==> src/hw/rtl/assert_macros.svh <==
// assertion helpers shared by the rtl
`ifndef ASSERT_MACROS_SVH
`define ASSERT_MACROS_SVH

// same-cycle implication, held off during reset
`define CHK_IMPLY(label, clk, rst, ante, cons) \
   label: assert property (@(posedge clk) disable iff (rst) (ante) |-> (cons)) \
      else $error("same-cycle implication failed");

// next-cycle implication, held off during reset
`define CHK_NEXT(label, clk, rst, ante, cons) \
   label: assert property (@(posedge clk) disable iff (rst) (ante) |=> (cons)) \
      else $error("next-cycle implication failed");

`endif

==> src/hw/rtl/ssdr_pkg.sv <==
package ssdr_pkg;

   localparam int TICK_BITS_DEF = 16;

   localparam int DUTY_W  = 10;
   localparam int VALUE_W = 16;
   localparam int LEN_W   = 16;
   localparam int OP_W    = 3;
   localparam int IDX_W   = 3;
   localparam int PROD_W  = DUTY_W + LEN_W;
   localparam int RSP_W   = 24;

   // quotient stays below 2**DUTY_W, so that many restoring steps suffice
   localparam int DIV_STEPS = DUTY_W;
   localparam int CNT_W     = $clog2(DIV_STEPS);

   typedef enum logic [OP_W-1:0] {
      OP_TICK   = 3'd0,
      OP_START  = 3'd1,
      OP_STOP   = 3'd2,
      OP_TARGET = 3'd3,
      OP_GATE   = 3'd4
   } op_type;

   typedef enum logic [IDX_W-1:0] {
      REG_SOFT_START_TICKS = 3'd0,
      REG_GATE_RAMP_TICKS  = 3'd1,
      REG_DUTY_FLOOR       = 3'd2,
      REG_DUTY_CEILING     = 3'd3,
      REG_GATE_START_DUTY  = 3'd4,
      REG_GATE_FLOOR       = 3'd5,
      REG_GATE_CEILING     = 3'd6,
      REG_GATE_DEFAULT     = 3'd7
   } reg_idx_type;

   typedef enum logic [5:0] {
      S_IDLE = 6'b000001,
      S_EVAL = 6'b000010,
      S_MUL  = 6'b000100,
      S_DIV  = 6'b001000,
      S_FIN  = 6'b010000,
      S_EMIT = 6'b100000
   } state_type;

   localparam logic [LEN_W-1:0]  RST_SOFT_START_TICKS = 16'd500;
   localparam logic [LEN_W-1:0]  RST_GATE_RAMP_TICKS  = 16'd100;
   localparam logic [DUTY_W-1:0] RST_DUTY_FLOOR       = 10'd0;
   localparam logic [DUTY_W-1:0] RST_DUTY_CEILING     = 10'd900;
   localparam logic [DUTY_W-1:0] RST_GATE_START_DUTY  = 10'd100;
   localparam logic [DUTY_W-1:0] RST_GATE_FLOOR       = 10'd50;
   localparam logic [DUTY_W-1:0] RST_GATE_CEILING     = 10'd500;
   localparam logic [DUTY_W-1:0] RST_GATE_DEFAULT     = 10'd450;

   // below the floor gives the floor, else above the ceiling gives the ceiling
   function automatic logic [DUTY_W-1:0] clamp_duty(input logic [VALUE_W-1:0] v,
                                                    input logic [DUTY_W-1:0] lo,
                                                    input logic [DUTY_W-1:0] hi);
      logic [DUTY_W-1:0] r;
      if (v < VALUE_W'(lo)) begin
         r = lo;
      end else if (v > VALUE_W'(hi)) begin
         r = hi;
      end else begin
         r = v[DUTY_W-1:0];
      end
      return r;
   endfunction

endpackage

==> src/hw/rtl/soft_start_duty_ramp_top.sv <==
// soft-start duty ramp: drives a supply duty and a gate duty in 0.1 percent units
// req channel: one transfer per command, req_tuser = operation (tick, start, stop,
//   set target, set gate run duty), req_tdata = duty value for the two set commands
// rsp channel: exactly one transfer per command, showing duties and flags after it
// csr channel: register writes by index, always ready; user writes only while idle, unenforced
// sequence: start, stop, set and stopped-tick commands go from idle to the emit state,
//   a running tick first passes the eval state; a tick while ramping also runs the
//   shared multiply and 10-step restoring divide unit, through the mul, div and fin states,
//   once for a due supply ramp point and once for a due gate ramp point
// throughput: one command at a time; req_tready is low from transfer to result load
// the result sits in an output register, so a new command is taken while the
//   previous result still waits; if rsp_tready stays low the block holds the new
//   result until the register frees up and takes no further command
// reset (synchronous, active high): registers to their defaults, block stopped,
//   duties zero, gate run duty = gate default clamped to the gate limits
`include "assert_macros.svh"

module soft_start_duty_ramp_top
   import ssdr_pkg::*;
#(
   parameter int TICK_BITS = TICK_BITS_DEF
) (
   input  logic               clock,
   input  logic               reset,
   // command channel
   input  logic               req_tvalid,
   output logic               req_tready,
   input  logic [VALUE_W-1:0] req_tdata,   // [15:0] duty_value
   input  logic [OP_W-1:0]    req_tuser,   // [2:0] operation
   // result channel
   output logic               rsp_tvalid,
   input  logic               rsp_tready,
   output logic [RSP_W-1:0]   rsp_tdata,   // [9:0] supply_duty, [19:10] gate_level,
                                           // [20] output_enabled, [21] ramping_supply,
                                           // [22] ramping_gate, [23] zero
   // register write channel
   input  logic               csr_valid,
   output logic               csr_ready,
   input  logic [IDX_W-1:0]   csr_index,
   input  logic [VALUE_W-1:0] csr_data
);

   // tick count widened to at least the ramp length width for compares
   localparam int EW = (TICK_BITS > LEN_W) ? TICK_BITS : LEN_W;

   // configuration registers
   logic [LEN_W-1:0]  sst_ff, grt_ff;
   logic [DUTY_W-1:0] dfloor_ff, dceil_ff, gstart_ff, gfloor_ff, gceil_ff, gdef_ff;

   // ramp state
   logic                 active_ff, active_in;
   logic                 ramp_s_ff, ramp_s_in;
   logic                 ramp_g_ff, ramp_g_in;
   logic [TICK_BITS-1:0] ticks_ff, ticks_in;
   logic [DUTY_W-1:0]    origin_ff, origin_in;
   logic [DUTY_W-1:0]    target_ff, target_in;
   logic [DUTY_W-1:0]    present_ff, present_in;
   logic [DUTY_W-1:0]    grun_ff, grun_in;
   logic [DUTY_W-1:0]    drv_s_ff, drv_s_in;
   logic [DUTY_W-1:0]    drv_g_ff, drv_g_in;

   // sequencer and shared arithmetic unit
   state_type          state_ff, state_in;
   logic               sel_g_ff, sel_g_in;     // 0 supply ramp, 1 gate ramp
   logic               need_g_ff, need_g_in;   // gate ramp point still to compute
   logic               neg_ff, neg_in;
   logic [LEN_W-1:0]   rem_ff, rem_in;
   logic [DUTY_W-1:0]  quo_ff, quo_in;         // low dividend bits, then quotient
   logic [CNT_W-1:0]   cnt_ff, cnt_in;

   // output register
   logic               rsp_valid_ff, rsp_valid_in;
   logic [RSP_W-1:0]   rsp_data_ff, rsp_data_in;

   logic               req_xfer;
   logic               rsp_free;
   logic [EW-1:0]      tick_ext;
   logic               saturated;
   logic               s_end, g_end;
   logic [LEN_W-1:0]   elapsed;

   // operand select for the shared unit
   logic [DUTY_W-1:0]  op_from, op_to, op_lo, op_hi;
   logic [LEN_W-1:0]   op_len;
   logic [DUTY_W-1:0]  mag;
   logic [PROD_W-1:0]  product;
   logic [LEN_W:0]     rem_sh;
   logic               qbit;
   logic [DUTY_W-1:0]  ramp_raw, ramp_flr, ramp_val;
   op_type             req_op;

   assign req_tready = (state_ff == S_IDLE);
   assign req_xfer   = req_tvalid && req_tready;
   assign req_op     = op_type'(req_tuser);
   assign csr_ready  = 1'b1;
   assign rsp_tvalid = rsp_valid_ff;
   assign rsp_tdata  = rsp_data_ff;
   assign rsp_free   = !rsp_valid_ff || rsp_tready;

   assign tick_ext  = EW'(ticks_ff);
   assign saturated = &ticks_ff;
   assign s_end     = saturated || (tick_ext >= EW'(sst_ff));
   assign g_end     = (grt_ff == '0) || saturated || (tick_ext >= EW'(grt_ff));
   // ramp points are only computed while the count is below a 16-bit length
   assign elapsed   = tick_ext[LEN_W-1:0];

   assign op_from = sel_g_ff ? gstart_ff : origin_ff;
   assign op_to   = sel_g_ff ? grun_ff   : target_ff;
   assign op_len  = sel_g_ff ? grt_ff    : sst_ff;
   assign op_lo   = sel_g_ff ? gfloor_ff : dfloor_ff;
   assign op_hi   = sel_g_ff ? gceil_ff  : dceil_ff;

   // |to - from| * elapsed, sign kept apart so the divide truncates toward zero
   assign mag     = (op_to >= op_from) ? (op_to - op_from) : (op_from - op_to);
   assign product = PROD_W'(mag) * PROD_W'(elapsed);

   // one restoring step per cycle
   assign rem_sh  = {rem_ff, quo_ff[DUTY_W-1]};
   assign qbit    = (rem_sh >= {1'b0, op_len});

   // the ramp point lies between from and to, so 10 bits never wrap
   assign ramp_raw = neg_ff ? (op_from - quo_ff) : (op_from + quo_ff);
   // ramp points take the floor first and the ceiling last, so crossed limits give the ceiling
   assign ramp_flr = (ramp_raw < op_lo) ? op_lo : ramp_raw;
   assign ramp_val = (ramp_flr > op_hi) ? op_hi : ramp_flr;

   always_comb begin
      state_in     = state_ff;
      active_in    = active_ff;
      ramp_s_in    = ramp_s_ff;
      ramp_g_in    = ramp_g_ff;
      ticks_in     = ticks_ff;
      origin_in    = origin_ff;
      target_in    = target_ff;
      present_in   = present_ff;
      grun_in      = grun_ff;
      drv_s_in     = drv_s_ff;
      drv_g_in     = drv_g_ff;
      sel_g_in     = sel_g_ff;
      need_g_in    = need_g_ff;
      neg_in       = neg_ff;
      rem_in       = rem_ff;
      quo_in       = quo_ff;
      cnt_in       = cnt_ff;
      rsp_valid_in = rsp_valid_ff && !rsp_tready;
      rsp_data_in  = rsp_data_ff;

      case (state_ff)
         S_IDLE: begin
            if (req_xfer) begin
               state_in = S_EMIT;
               case (req_op)
                  OP_TICK: begin
                     if (active_ff) begin
                        if (!saturated) begin
                           ticks_in = ticks_ff + TICK_BITS'(1);
                        end
                        state_in = S_EVAL;
                     end
                  end
                  OP_START: begin
                     if (!active_ff) begin
                        grun_in   = clamp_duty(VALUE_W'(gdef_ff), gfloor_ff, gceil_ff);
                        active_in = 1'b1;
                        origin_in = present_ff;
                        ramp_s_in = (present_ff != target_ff);
                        ticks_in  = '0;
                        ramp_g_in = (grt_ff != '0);
                        drv_s_in  = present_ff;
                        drv_g_in  = (grt_ff != '0) ? gstart_ff : grun_in;
                     end
                  end
                  OP_STOP: begin
                     active_in  = 1'b0;
                     ramp_s_in  = 1'b0;
                     origin_in  = '0;
                     ramp_g_in  = 1'b0;
                     present_in = '0;
                     drv_s_in   = '0;
                     drv_g_in   = '0;
                  end
                  OP_TARGET: begin
                     target_in = (req_tdata > VALUE_W'(dceil_ff)) ?
                                 dceil_ff : req_tdata[DUTY_W-1:0];
                  end
                  OP_GATE: begin
                     grun_in = clamp_duty(req_tdata, gfloor_ff, gceil_ff);
                     if (active_ff && !ramp_g_ff) begin
                        drv_g_in = grun_in;
                     end
                  end
                  default: begin
                  end
               endcase
            end
         end

         S_EVAL: begin
            // supply side: end of ramp copies the target, otherwise a point is due
            if (!ramp_s_ff || s_end) begin
               ramp_s_in  = 1'b0;
               present_in = target_ff;
               drv_s_in   = target_ff;
            end
            // gate side
            need_g_in = 1'b0;
            if (ramp_g_ff) begin
               if (g_end) begin
                  ramp_g_in = 1'b0;
                  drv_g_in  = grun_ff;
               end else begin
                  need_g_in = 1'b1;
               end
            end else if (!ramp_s_ff) begin
               drv_g_in = grun_ff;
            end
            if (ramp_s_ff && !s_end) begin
               sel_g_in = 1'b0;
               state_in = S_MUL;
            end else if (ramp_g_ff && !g_end) begin
               sel_g_in = 1'b1;
               state_in = S_MUL;
            end else begin
               state_in = S_EMIT;
            end
         end

         S_MUL: begin
            neg_in   = (op_to < op_from);
            rem_in   = product[PROD_W-1:DUTY_W];
            quo_in   = product[DUTY_W-1:0];
            cnt_in   = '0;
            state_in = S_DIV;
         end

         S_DIV: begin
            rem_in = qbit ? LEN_W'(rem_sh - {1'b0, op_len}) : rem_sh[LEN_W-1:0];
            quo_in = {quo_ff[DUTY_W-2:0], qbit};
            cnt_in = cnt_ff + CNT_W'(1);
            if (cnt_ff == CNT_W'(DIV_STEPS - 1)) begin
               state_in = S_FIN;
            end
         end

         S_FIN: begin
            if (sel_g_ff) begin
               drv_g_in = ramp_val;
               state_in = S_EMIT;
            end else begin
               present_in = ramp_val;
               drv_s_in   = ramp_val;
               if (need_g_ff) begin
                  sel_g_in = 1'b1;
                  state_in = S_MUL;
               end else begin
                  state_in = S_EMIT;
               end
            end
         end

         S_EMIT: begin
            if (rsp_free) begin
               rsp_valid_in = 1'b1;
               rsp_data_in  = {1'b0, ramp_g_ff, ramp_s_ff, active_ff, drv_g_ff, drv_s_ff};
               state_in     = S_IDLE;
            end
         end

         default: begin
            state_in = S_IDLE;
         end
      endcase
   end

   always_ff @(posedge clock) begin
      if (reset) begin
         state_ff     <= S_IDLE;
         rsp_valid_ff <= 1'b0;
         active_ff    <= 1'b0;
         ramp_s_ff    <= 1'b0;
         ramp_g_ff    <= 1'b0;
         ticks_ff     <= '0;
         origin_ff    <= '0;
         target_ff    <= '0;
         present_ff   <= '0;
         grun_ff      <= clamp_duty(VALUE_W'(RST_GATE_DEFAULT), RST_GATE_FLOOR,
                                    RST_GATE_CEILING);
         drv_s_ff     <= '0;
         drv_g_ff     <= '0;
         sel_g_ff     <= 1'b0;
         need_g_ff    <= 1'b0;
      end else begin
         state_ff     <= state_in;
         rsp_valid_ff <= rsp_valid_in;
         active_ff    <= active_in;
         ramp_s_ff    <= ramp_s_in;
         ramp_g_ff    <= ramp_g_in;
         ticks_ff     <= ticks_in;
         origin_ff    <= origin_in;
         target_ff    <= target_in;
         present_ff   <= present_in;
         grun_ff      <= grun_in;
         drv_s_ff     <= drv_s_in;
         drv_g_ff     <= drv_g_in;
         sel_g_ff     <= sel_g_in;
         need_g_ff    <= need_g_in;
      end
   end

   // divider datapath and result payload
   always_ff @(posedge clock) begin
      neg_ff      <= neg_in;
      rem_ff      <= rem_in;
      quo_ff      <= quo_in;
      cnt_ff      <= cnt_in;
      rsp_data_ff <= rsp_data_in;
   end

   // register file
   always_ff @(posedge clock) begin
      if (reset) begin
         sst_ff    <= RST_SOFT_START_TICKS;
         grt_ff    <= RST_GATE_RAMP_TICKS;
         dfloor_ff <= RST_DUTY_FLOOR;
         dceil_ff  <= RST_DUTY_CEILING;
         gstart_ff <= RST_GATE_START_DUTY;
         gfloor_ff <= RST_GATE_FLOOR;
         gceil_ff  <= RST_GATE_CEILING;
         gdef_ff   <= RST_GATE_DEFAULT;
      end else if (csr_valid && csr_ready) begin
         case (reg_idx_type'(csr_index))
            REG_SOFT_START_TICKS: sst_ff    <= csr_data;
            REG_GATE_RAMP_TICKS:  grt_ff    <= csr_data;
            REG_DUTY_FLOOR:       dfloor_ff <= csr_data[DUTY_W-1:0];
            REG_DUTY_CEILING:     dceil_ff  <= csr_data[DUTY_W-1:0];
            REG_GATE_START_DUTY:  gstart_ff <= csr_data[DUTY_W-1:0];
            REG_GATE_FLOOR:       gfloor_ff <= csr_data[DUTY_W-1:0];
            REG_GATE_CEILING:     gceil_ff  <= csr_data[DUTY_W-1:0];
            REG_GATE_DEFAULT:     gdef_ff   <= csr_data[DUTY_W-1:0];
            default: begin
            end
         endcase
      end
   end

   // a command transfer always takes the block out of the idle state on the following clock
   `CHK_NEXT(a_busy_after_req, clock, reset, req_tvalid && req_tready, !req_tready)

   // ramps only run inside an active run
   `CHK_IMPLY(a_ramp_needs_active, clock, reset, !active_ff, !ramp_s_ff && !ramp_g_ff)

   // partial remainder stays below the ramp length through the divide
   `CHK_IMPLY(a_rem_below_len, clock, reset, state_ff == S_DIV, rem_ff < op_len)

endmodule
==> config.mk <==
export PLATFORM = sky130hd
export DESIGN_NAME = soft_start_duty_ramp_top
export DESIGN_NICKNAME = d
export VERILOG_FILES = /design/src/hw/rtl/ssdr_pkg.sv /design/src/hw/rtl/soft_start_duty_ramp_top.sv
export VERILOG_INCLUDE_DIRS = /design/src /design/src/hw/rtl
export SDC_FILE = /design/constraint.sdc
export NUM_CORES = 1
export LEC_CHECK = 0
export ABC_CLOCK_PERIOD_IN_PS = 9130
export BUFFER_PORTS_ARGS = -buffer_cell sky130_fd_sc_hd__buf_2
export CORE_MARGIN = 10
export CORE_UTILIZATION = 40
export DETAILED_ROUTE_END_ITERATION = 10
export GPL_TIMING_DRIVEN = 0
export PLACE_DENSITY = 0.59
export SLEW_MARGIN = 10
export SYNTH_ARGS = -nofsm -noshare
export SYNTH_HDL_FRONTEND = slang
export SYNTH_SLANG_ARGS = --single-unit
export TNS_END_PERCENT = 50
==> constraint.sdc <==
create_clock -name clock -period 9.13 [get_ports clock]
set_clock_uncertainty 0.2 [all_clocks]
set_input_delay 1.826 -clock clock [delete_from_list [all_inputs] [get_ports clock]]
set_output_delay 1.826 -clock clock [all_outputs]
set_load 0.005 [all_outputs]
==> results by group, run 1 <==
Place
  – Port Buffers: 54
  – Placer congestion estimate: between 0.9 and 1
  – DP HPWL: 58.6 mm
  – Dpl ws: -1.98 ns

Setup path
  – CP Launch Type: flop
  – Reg2Reg Setup Slack: 0.33 ns
  – CP peak stage delay: ~0.55 ns
  – Worst path required time: between 9 and 10 ns
  – Critical Path Sink: rem_ff[7]
  – Top cell family by delay on the critical path: adder cells
  – Cell mode on critical path: fa_1
  – Reg2reg start: sel_g_ff
  – Terminus of the critical flop-to-flop path: rem_ff[7]
  – CP bufs+invs: 9
  – Worst setup EP type: flop
  – Arrival time at the worst endpoint: about 8.9 ns
  – Reg2Reg Depth: 33
  – Crit path depth: 33
  – Slowest CP cell: fa_1
  – Critical Path Source: sel_g_ff
  – Setup CP Type: reg2reg
  – Max FO, Critical Path: 10

CTS
  – Worst-path clk slew: around 0.070 ns
  – CTS root buf: clkbuf_16
  – H-tree levels: 1
  – TritonCTS Buffers: 26
  – Clock latency on the worst-skew pair: 0.55 ns
  – CTS sink count: approximately 230
  – Deepest clock path buffer count: 3
  – CTS tree: yes

STA
  – TNS Setup: 0 ns
  – Tightest Pin Transition: 1.27 ns
  – Final Max Slew Viols: 0
  – Period utilisation layout: 0.964
  – Hold slack: between 0.2 and 0.25 ns
  – Fin worst setup slack: ~0.33 ns
  – Rel. slew slack: 0.149
  – Hold Fails Final Rpt: 0
  – Max Freq: approximately 110 MHz
  – Final setup fails: 0
  – Fin crit period: between 8 and 9 ns

Final layout
  – Fill count: approximately 5,100
  – Commonest non-fill, non-tap cells in the layout: 330 x nand2_1, 244 x inv_1, 200 x a21oi_1, 197 x ha_1, 179 x dfxtp_1
  – Commonest non-fill, non-tap cell in the layout: nand2_1
  – Area Overhead vs Synth: 12.3%
  – Area of the multi-input gates: ~15,000 µm²
  – Register area: around 5200 µm²
  – Util after Layout: 0.456
  – Ratio of cells with drive above 1 in the final layout: 0.0852
  – Final nets: approximately 3,000

Routing
  – WL met1: 31.5 mm
  – Highest metal used: met5
  – Metal3 WL: approximately 5.4 mm
  – Routed wire per std cell: roughly 22 µm
  – Drt drc: 0
  – Via/cell ratio: between 5 and 6
  – Drt pass-1 iters: 5
  – Final WL: a little over 70 mm
  – Metal2 WL: about 33 mm
  – Remaining antenna violation count: 0
  – DRT iter0 DRCs: 1,788
  – Via count: approximately 19,000

Flow run
  – Maxcap violations: 0

Die
  – FP Rows: 83
  – Die ar.: 62,000 µm²
  – Starting density of the core: 0.406
  – Core region area: about 52,000 µm²
  – Die Wd: roughly 250 µm
  – # IOs: 70
  – Chip height: around 250 µm

Synthesis
  – Cell type with the largest total area after synthesis: dfxtp_1
  – Post-Syn Area: 21,000 µm²
  – Top cells by area, synth: dfxtp_1 17%, ha_1 12%, fa_1 11%
  – FF+latch count, synth: 234
  – Mapped Nets: between 2,000 and 3,000
  – Top FF cell, synth: dfxtp_1
  – Mapped Cells: about 2,500
  – Syn_area_per_cell: 8.32 µm²
  – Asr flop ratio synth: 0
  – Seq/Total Area, Yosys: 0.249
  – Synth cell types: around 80
  – Post-synth top area share: 0.172
  – Yosys Warn Count: 0
  – Post-synth EDFFs: 54

Worst hold path
  – Hold Path Depth: 0
  – Hold Startpoint: drv_s_ff[6]
  – Hold Path Class: reg2reg

Global route
  – First-pass GRT wire length: about 110 mm
  – Largest net degree at the start of global routing: 31
  – GRT Util Overall: 0.223
  – Initial antenna violation count: 3
  – Gr ovfl total: 0
  – Vias in the first global route: about 19,000

Status
  – Status: finished clean

Pwr
  – Total power divided by cell area: 113 nW/µm²
  – Worst vdd ir: around 0.12 mV
  – Leak: 0.0102 µW
[metal layers]
layer / global-route usage / up-vias
met5: 0 / -
met4: 0.0672 / 4
met3: 0.0432 / 127
met2: 0.359 / 655
met1: 0.297 / 9357
li1: - / 8959
[registers in the layout (all words and copies together), names as in the netlist, 6 cells and up]
name        count
origin_ff      10
sst_ff         16
elapsed        16
grt_ff         16
grun_ff        10
state_ff        6
drv_g_ff       10
present_ff     10
quo_ff         10
gfloor_ff      10
gceil_ff       10
gstart_ff      10
dfloor_ff      10
rem_ff         16
dceil_ff       10
gdef_ff        10
drv_s_ff       10
rsp_tdata      23
target_ff      10
[report_power, final]
group / switching, µW / internal (µW)
Combinational: 298 / 164
Clock: 454 / 614
Sequential: 35.2 / 1090
[worst min-delay path by stage]
stage	endpoint	slack, ns
after floorplan	rsp_tdata[9]	0.21
after global placement	rsp_tdata[11]	0.22
after detailed placement	rsp_tdata[6]	0.22
after CTS	rsp_tdata[6]	0.23
after global routing	rsp_tdata[6]	0.24
final	rsp_tdata[6]	0.23
[synthesized netlist by cell type, types with 41 or more instances]
master      n
o21ai_0    89
dfxtp_1   180
fa_1      114
a21oi_1   201
edfxtp_1   54
mux2i_1   107
clkbuf_1  108
and2_1     70
xnor2_1    46
a211oi_1   50
nand2b_1   50
inv_1     245
nand3_1    53
a21o_1     41
ha_1      208
nand2_1   333
nor2_1    147
nor3_1     45
[area by class of cell]
class	instances	area share
Timing Repair Buffer	81	0.0211
Antenna cell	1	0.000106
Multi-Input combinational cell	1909	0.620
Inverter	246	0.0392
Sequential cell	234	0.222
Clock buffer	39	0.0328
Clock inverter	8	0.00335
Buffer	124	0.0249
Tap cell	680	0.0361
[cell families after synthesis]
| group | synth area share |
|---|---|
| buffers and inverters | 0.0688 |
| XOR/XNOR | 0.0313 |
| AO/OA/AOI/OAI | 0.175 |
| other | 0.000358 |
| AND/OR/NAND/NOR | 0.186 |
| multiplexers | 0.0559 |
| adder cells (fa/ha/maj) | 0.233 |
| flip-flops | 0.249 |
[repair_timing]
item | in CTS | in global routing
setup buffers | 8 | 16
endpoints found under the setup margin | 20 | 14
hold buffers | 0 | 0
gates resized for setup | 62 | 42
pin swaps | 7 | 24
hold endpoints to repair | 0 | 0
[metrics by stage]
step	power, µW	instance area, µm²	std cells
6_report	2650	23600	3322
5_1_grt	2750	23600	3321
4_1_cts	2640	23300	3307
3_5_place_dp	1550	22100	3257
3_3_place_gp	1540	22100	3254
2_1_floorplan	1390	21000	2520
Note: power is estimated with default switching activity, not from simulation.
==> run 2: changes to the inputs <==
--- a/config.mk
+++ b/config.mk
@@ -6,6 +6,7 @@
 export SDC_FILE = /design/constraint.sdc
 export NUM_CORES = 1
 export LEC_CHECK = 0
+export ABC_AREA = 1
 export ABC_CLOCK_PERIOD_IN_PS = 9130
 export BUFFER_PORTS_ARGS = -buffer_cell sky130_fd_sc_hd__buf_2
 export CORE_MARGIN = 10
==> run 2 against run 1 <==
Highest routed layer is now met4. Largest power group is now the clock network. Synthesized area increased by 2.7%. Non-clock buffer count decreased by 30. Core utilization decreased by 0.76 points. Synthesized cell count increased by 22%.
==> results by group, run 2 <==
Pwr
  – Clock share of power: 0.371
  – Switch share: 0.350
  – Overall Power: roughly 3200 µW
  – Switch Pwr: 1110 µW
  – Worst vdd ir: about 0.12 mV
  – Logic pwr share: 0.268
  – Leak: ~0.012 µW
  – Reg power frac: 0.361
  – Int Power: around 2100 µW
  – Total power divided by cell area: approximately 130 nW/µm²

Synthesis
  – Most common cell in the netlist: nand2_1
  – FF+latch count, synth: 234
  – Mapped Nets: 3,436
  – Post-Syn Area: around 22,000 µm²
  – Cell type with the largest total area after synthesis: dfxtp_1
  – Seq/Total Area, Yosys: 0.243
  – Top cells by area, synth: dfxtp_1 17%, nand2_1 12%, ha_1 12%
  – Mapped Cells: between 3,000 and 4,000
  – Commonest cells in the netlist: 694 x nand2_1, 447 x inv_1, 278 x nor2_1
  – Synth cell types: between 50 and 60
  – Top FF cell, synth: dfxtp_1
  – Syn_area_per_cell: about 7 µm²
  – Asr flop ratio synth: 0
  – Yosys Warn Count: 0
  – Post-synth top area share: 0.167
  – Post-synth EDFFs: 54

Final layout
  – Area Overhead vs Synth: 10.4%
  – Ratio of cells with drive above 1 in the final layout: 0.0743
  – Commonest non-fill, non-tap cell in the layout: nand2_1
  – Util after Layout: 0.449
  – Final nets: 3,535
  – Max reg flops: 23
  – Commonest non-fill, non-tap cells in the layout: 694 x nand2_1, 446 x inv_1, 278 x nor2_1, 246 x a21oi_1, 229 x o21ai_0

CTS
  – Deepest clock path buffer count: 3
  – CTS sink count: between 200 and 250
  – TritonCTS Buffers: 28
  – Worst-path clk slew: ~0.060 ns
  – Clock latency on the worst-skew pair: 0.57 ns
  – CTS tree: yes
  – CTS root buf: clkbuf_16
  – H-tree levels: 1

Flow run
  – Maxcap violations: 0

Setup path
  – CP Launch Type: flop
  – Slowest CP cell: fa_1
  – Reg2Reg Setup Slack: roughly 0.39 ns
  – Worst path required time: 9.24 ns
  – Max FO, Critical Path: 10
  – CP peak stage delay: 0.58 ns
  – Setup CP Type: reg2reg
  – Reg2Reg Depth: 38
  – Reg2reg start: sel_g_ff
  – Cell mode on critical path: inv_1
  – Worst setup EP type: flop
  – Arrival time at the worst endpoint: approximately 8.8 ns
  – Terminus of the critical flop-to-flop path: rem_ff[11]

Global route
  – Initial antenna violation count: 1
  – GRT Util Overall: 0.236
  – Gr ovfl total: 0
  – Largest net degree at the start of global routing: 32
  – First-pass GRT wire length: ~120 mm
  – Vias in the first global route: between 20,000 and 25,000

STA
  – Fin crit period: just under 9 ns
  – Rel. slew slack: 0.310
  – RSZ-0062 raised after global routing: false
  – Tightest Pin Transition: ~1.0 ns
  – Final Max Slew Viols: 0
  – Hold Fails Final Rpt: 0
  – Max Freq: about 110 MHz
  – Period utilisation layout: 0.957
  – Final setup fails: 0
  – TNS Setup: 0 ns

Worst hold path
  – Hold Startpoint: drv_s_ff[5]
  – Hold Path End: rsp_tdata[5]
  – Hold Path Class: reg2reg
  – Hold Path Depth: 0

Routing
  – Drt drc: 0
  – Final WL: roughly 76 mm
  – Remaining antenna violation count: 0
  – DRT iter0 DRCs: between 1,500 and 2,000
  – Via/cell ratio: approximately 5.4
  – Via count: 21,000
  – Drt pass-1 iters: 6
  – Routed wire per std cell: around 20 µm

Place
  – DP HPWL: 62.2 mm
  – Port Buffers: 66
  – Placer congestion estimate: 0.961

Die
  – Die ar.: 63,500 µm²
  – FP Rows: 84
  – Core region area: ~53,000 µm²
  – Die Wd: between 200 and 300 µm
  – Chip height: 252 µm
  – # IOs: 70
  – Starting density of the core: 0.406

Status
  – Status: finished clean
-- run 2: routing by layer --
layer,wire [µm],part of all wire,track usage
met1,32100,0.42,0.299
met2,35600,0.47,0.397
met3,4970,0.065,0.0319
met4,3630,0.048,0.100
met5,0,0,0
-- run 2: power groups by stage --
stage	Combinational [µW]	Sequential, µW	Clock [µW]
after floorplan	549	1150	0
after global placement	810	1160	0
after detailed placement	819	1170	0
after CTS	825	1140	1190
after global routing	934	1150	1240
final	850	1140	1180
-- run 2: layout make-up --
class / count / area [µm²]
inverters: 463 / 1750
clock inverters: 12 / 118
fillers: 5552 / 29200
clock buffers: 39 / 846
repair buffers: 70 / 364
flip-flops and latches: 234 / 5230
diodes: 1 / 2.50
well taps: 688 / 861
multi-input cells: 2268 / 14100
plain buffers: 105 / 541
-- run 2: timing repair --
action | in CTS | in global routing
hold buffers | 0 | 0
endpoints found under the setup margin | 15 | 15
cloned | 0 | 0
buffers inserted | 2 | 1
pin swaps | 0 | 2
gates resized for setup | 5 | 22
endpoints found under the hold margin | 0 | 0
-- run 2: logic make-up after synthesis --
| group | synth area share |
|---|---|
| other cells | 0.000349 |
| buf+inv | 0.105 |
| fa+ha+maj | 0.227 |
| compound gates | 0.144 |
| flops | 0.243 |
| simple gates | 0.260 |
| xor+xnor | 0.0212 |
-- run 2: through the flow --
step	setup WS (ns)	instance area, µm²	hold WS (ns)	std cells
global placement	-0.395	22700	0.213	3825
floorplan	1.37	21500	0.208	3071
finish	0.394	23800	0.229	3880
global route	0.00677	23800	0.236	3879
CTS	0.00776	23700	0.232	3878
detailed placement	-0.461	22700	0.218	3826
-- run 2: critical path: cells and delay by family, from the launching register on --
| kind | cells | cell delay (ns) |
|---|---|---|
| fa+ha+maj | 7 | 3.30 |
| flops | 1 | 0.39 |
| compound gates | 7 | 1.22 |
| buf+inv | 13 | 1.79 |
| simple gates | 11 | 1.58 |
-- run 2: worst max path at each step --
stage | slack [ns] | end | depth (start not counted) | from
after floorplan | 1.37 | rem_ff[11] | 40 | sel_g_ff
after global placement | -0.40 | rem_ff[11] | 40 | sel_g_ff
after detailed placement | -0.46 | rem_ff[11] | 40 | sel_g_ff
after CTS | 0.008 | rem_ff[11] | 39 | sel_g_ff
after global routing | 0.007 | rem_ff[11] | 39 | sel_g_ff
final | 0.39 | rem_ff[11] | 38 | sel_g_ff
==> run 3: changes to the inputs <==
--- a/config.mk
+++ b/config.mk
@@ -10,10 +10,10 @@
 export ABC_CLOCK_PERIOD_IN_PS = 9130
 export BUFFER_PORTS_ARGS = -buffer_cell sky130_fd_sc_hd__buf_2
 export CORE_MARGIN = 10
-export CORE_UTILIZATION = 40
+export CORE_UTILIZATION = 35
 export DETAILED_ROUTE_END_ITERATION = 10
 export GPL_TIMING_DRIVEN = 0
-export PLACE_DENSITY = 0.59
+export PLACE_DENSITY = 0.54
 export SLEW_MARGIN = 10
 export SYNTH_ARGS = -nofsm -noshare
 export SYNTH_HDL_FRONTEND = slang
==> run 3 against run 2 <==
Register-to-register slack improved by 0.04 ns. Sequential cell count unchanged. Final area increased by 0.87%. Clock power increased by 4%. Sequential power about the same.
==> results by group, run 3 (synthesized netlist as in run 2, its figures left out) <==
Final layout
  – Area Overhead vs Synth: 11.4%
  – Commonest non-fill, non-tap cell in the layout: nand2_1
  – ANT cells: 0
  – Max reg flops: 23
  – Final nets: 3,536
  – Ratio of cells with drive above 1 in the final layout: 0.0786
  – Commonest non-fill, non-tap cells in the layout: 690 x nand2_1, 446 x inv_1, 277 x nor2_1, 244 x a21oi_1, 229 x o21ai_0
  – Util after Layout: 0.396

CTS
  – H-tree levels: 1
  – CTS sink count: about 230
  – TritonCTS Buffers: 28
  – CTS root buf: clkbuf_16
  – Deepest clock path buffer count: 3
  – Hold-fix buffers, CTS: 0
  – CTS tree: yes
  – Worst-path clk slew: 0.07 ns
  – Clock latency on the worst-skew pair: 0.58 ns

Global route
  – Vias in the first global route: about 19,000
  – Gr ovfl total: 0
  – Initial antenna violation count: 0
  – GRT Util Overall: 0.204
  – First-pass GRT wire length: around 110 mm
  – Largest net degree at the start of global routing: 32

Setup path
  – CP Launch Type: flop
  – Slowest CP cell: fa_1
  – Reg2Reg Depth: just over 40
  – Cell mode on critical path: inv_1
  – Arrival time at the worst endpoint: ~8.8 ns
  – Reg2reg start: sel_g_ff
  – Worst setup EP type: flop
  – Critical Path Sink: rem_ff[11]
  – Reg2Reg Setup Slack: about 0.43 ns
  – Max FO, Critical Path: 10
  – Worst path required time: a little over 9 ns
  – Critical Path Source: sel_g_ff
  – CP peak stage delay: between 0.5 and 0.6 ns
  – Setup CP Type: reg2reg
  – Terminus of the critical flop-to-flop path: rem_ff[11]

Die
  – Starting density of the core: 0.355
  – # IOs: 70
  – Chip height: ~270 µm
  – FP Rows: 90
  – Die Wd: around 270 µm
  – Core region area: between 60,000 and 70,000 µm²
  – Die ar.: 71,800 µm²

STA
  – Fin worst setup slack: 0.434 ns
  – Rel. slew slack: 0.304
  – Period utilisation layout: 0.952
  – TNS Setup: 0 ns
  – Hold Fails Final Rpt: 0
  – Final Max Slew Viols: 0
  – RSZ-0062 raised after global routing: false
  – Max Freq: 115 MHz
  – Final setup fails: 0
  – Fin crit period: a little under 9 ns
  – Tightest Pin Transition: between 1 and 1.5 ns

Status
  – Status: finished clean

Pwr
  – Worst vdd ir: ~0.14 mV
  – Leak: ~0.012 µW
  – Total power divided by cell area: ~130 nW/µm²

Routing
  – Via count: just over 20,000
  – DRT iter0 DRCs: 1,527
  – Drt pass-1 iters: 6
  – Final WL: about 74 mm
  – Remaining antenna violation count: 0
  – Routed wire per std cell: around 19 µm
  – Drt drc: 0
  – Via/cell ratio: just over 5

Place
  – DP HPWL: around 60 mm
  – Placer congestion estimate: about 0.95
  – Dpl ws: -0.391 ns
  – Port Buffers: 66

Worst hold path
  – Hold Path Class: reg2reg

Flow run
  – Maxcap violations: 0
-- run 3: power by group --
part           internal (µW)  switching [µW]
clock                    722             512
combinational            254             603
sequential              1110            29.7
total                   2090            1140
-- run 3: critical path: cells and delay by family, from the launching register on --
kind | cells | cell delay (ns)
adder cells (fa/ha/maj) | 7 | 3.24
flip-flops | 1 | 0.39
buffers and inverters | 13 | 1.55
AO/OA/AOI/OAI | 7 | 1.25
AND/OR/NAND/NOR | 14 | 1.75
-- run 3: per-layer routing --
layer	vias up	global-route usage	wire, µm
met2	543	0.340	34000
met3	103	0.0315	4700
met5	-	0	0
li1	10200	-	-
met1	9371	0.271	33300
met4	0	0.0518	1920
-- run 3: stage by stage --
step / total power, µW / instance area (µm²) / instances / hold slack, ns
finish: 3230 / 24000 / 3975 / 0.228
global route: 3370 / 24000 / 3975 / 0.234
CTS: 3220 / 23900 / 3973 / 0.227
detailed placement: 1990 / 22900 / 3920 / 0.215
global placement: 1990 / 22800 / 3919 / 0.211
floorplan: 1700 / 21500 / 3071 / 0.208
-- run 3: how the worst min path moves through the flow --
| stage | from | end | slack, ns | cells after the start |
|---|---|---|---|---|
| 3_5_place_dp | drv_s_ff[2] | rsp_tdata[2] | 0.21 | 0 |
| 4_1_cts | drv_s_ff[5] | rsp_tdata[5] | 0.23 | 0 |
| 2_1_floorplan | drv_s_ff[0] | rsp_tdata[0] | 0.21 | 0 |
| 6_report | drv_s_ff[3] | rsp_tdata[3] | 0.23 | 0 |
| 3_3_place_gp | drv_s_ff[2] | rsp_tdata[2] | 0.21 | 0 |
| 5_1_grt | drv_s_ff[0] | rsp_tdata[0] | 0.23 | 0 |
-- run 3: layout make-up --
cell class,count,area [µm²]
Sequential cell,234,5230
Clock inverter,13,123
Timing Repair Buffer,71,372
Fill cell,6536,36600
Tap cell,782,978
Inverter,463,1750
Clock buffer,39,898
Buffer,105,537
Multi-Input combinational cell,2268,14100
-- run 3: what timing repair did --
action / 4_1_cts / 5_1_grt
gates resized for setup: 5 / 31
pin swaps: 0 / 2
setup buffers: 2 / 2
setup endpoints to repair: 15 / 15
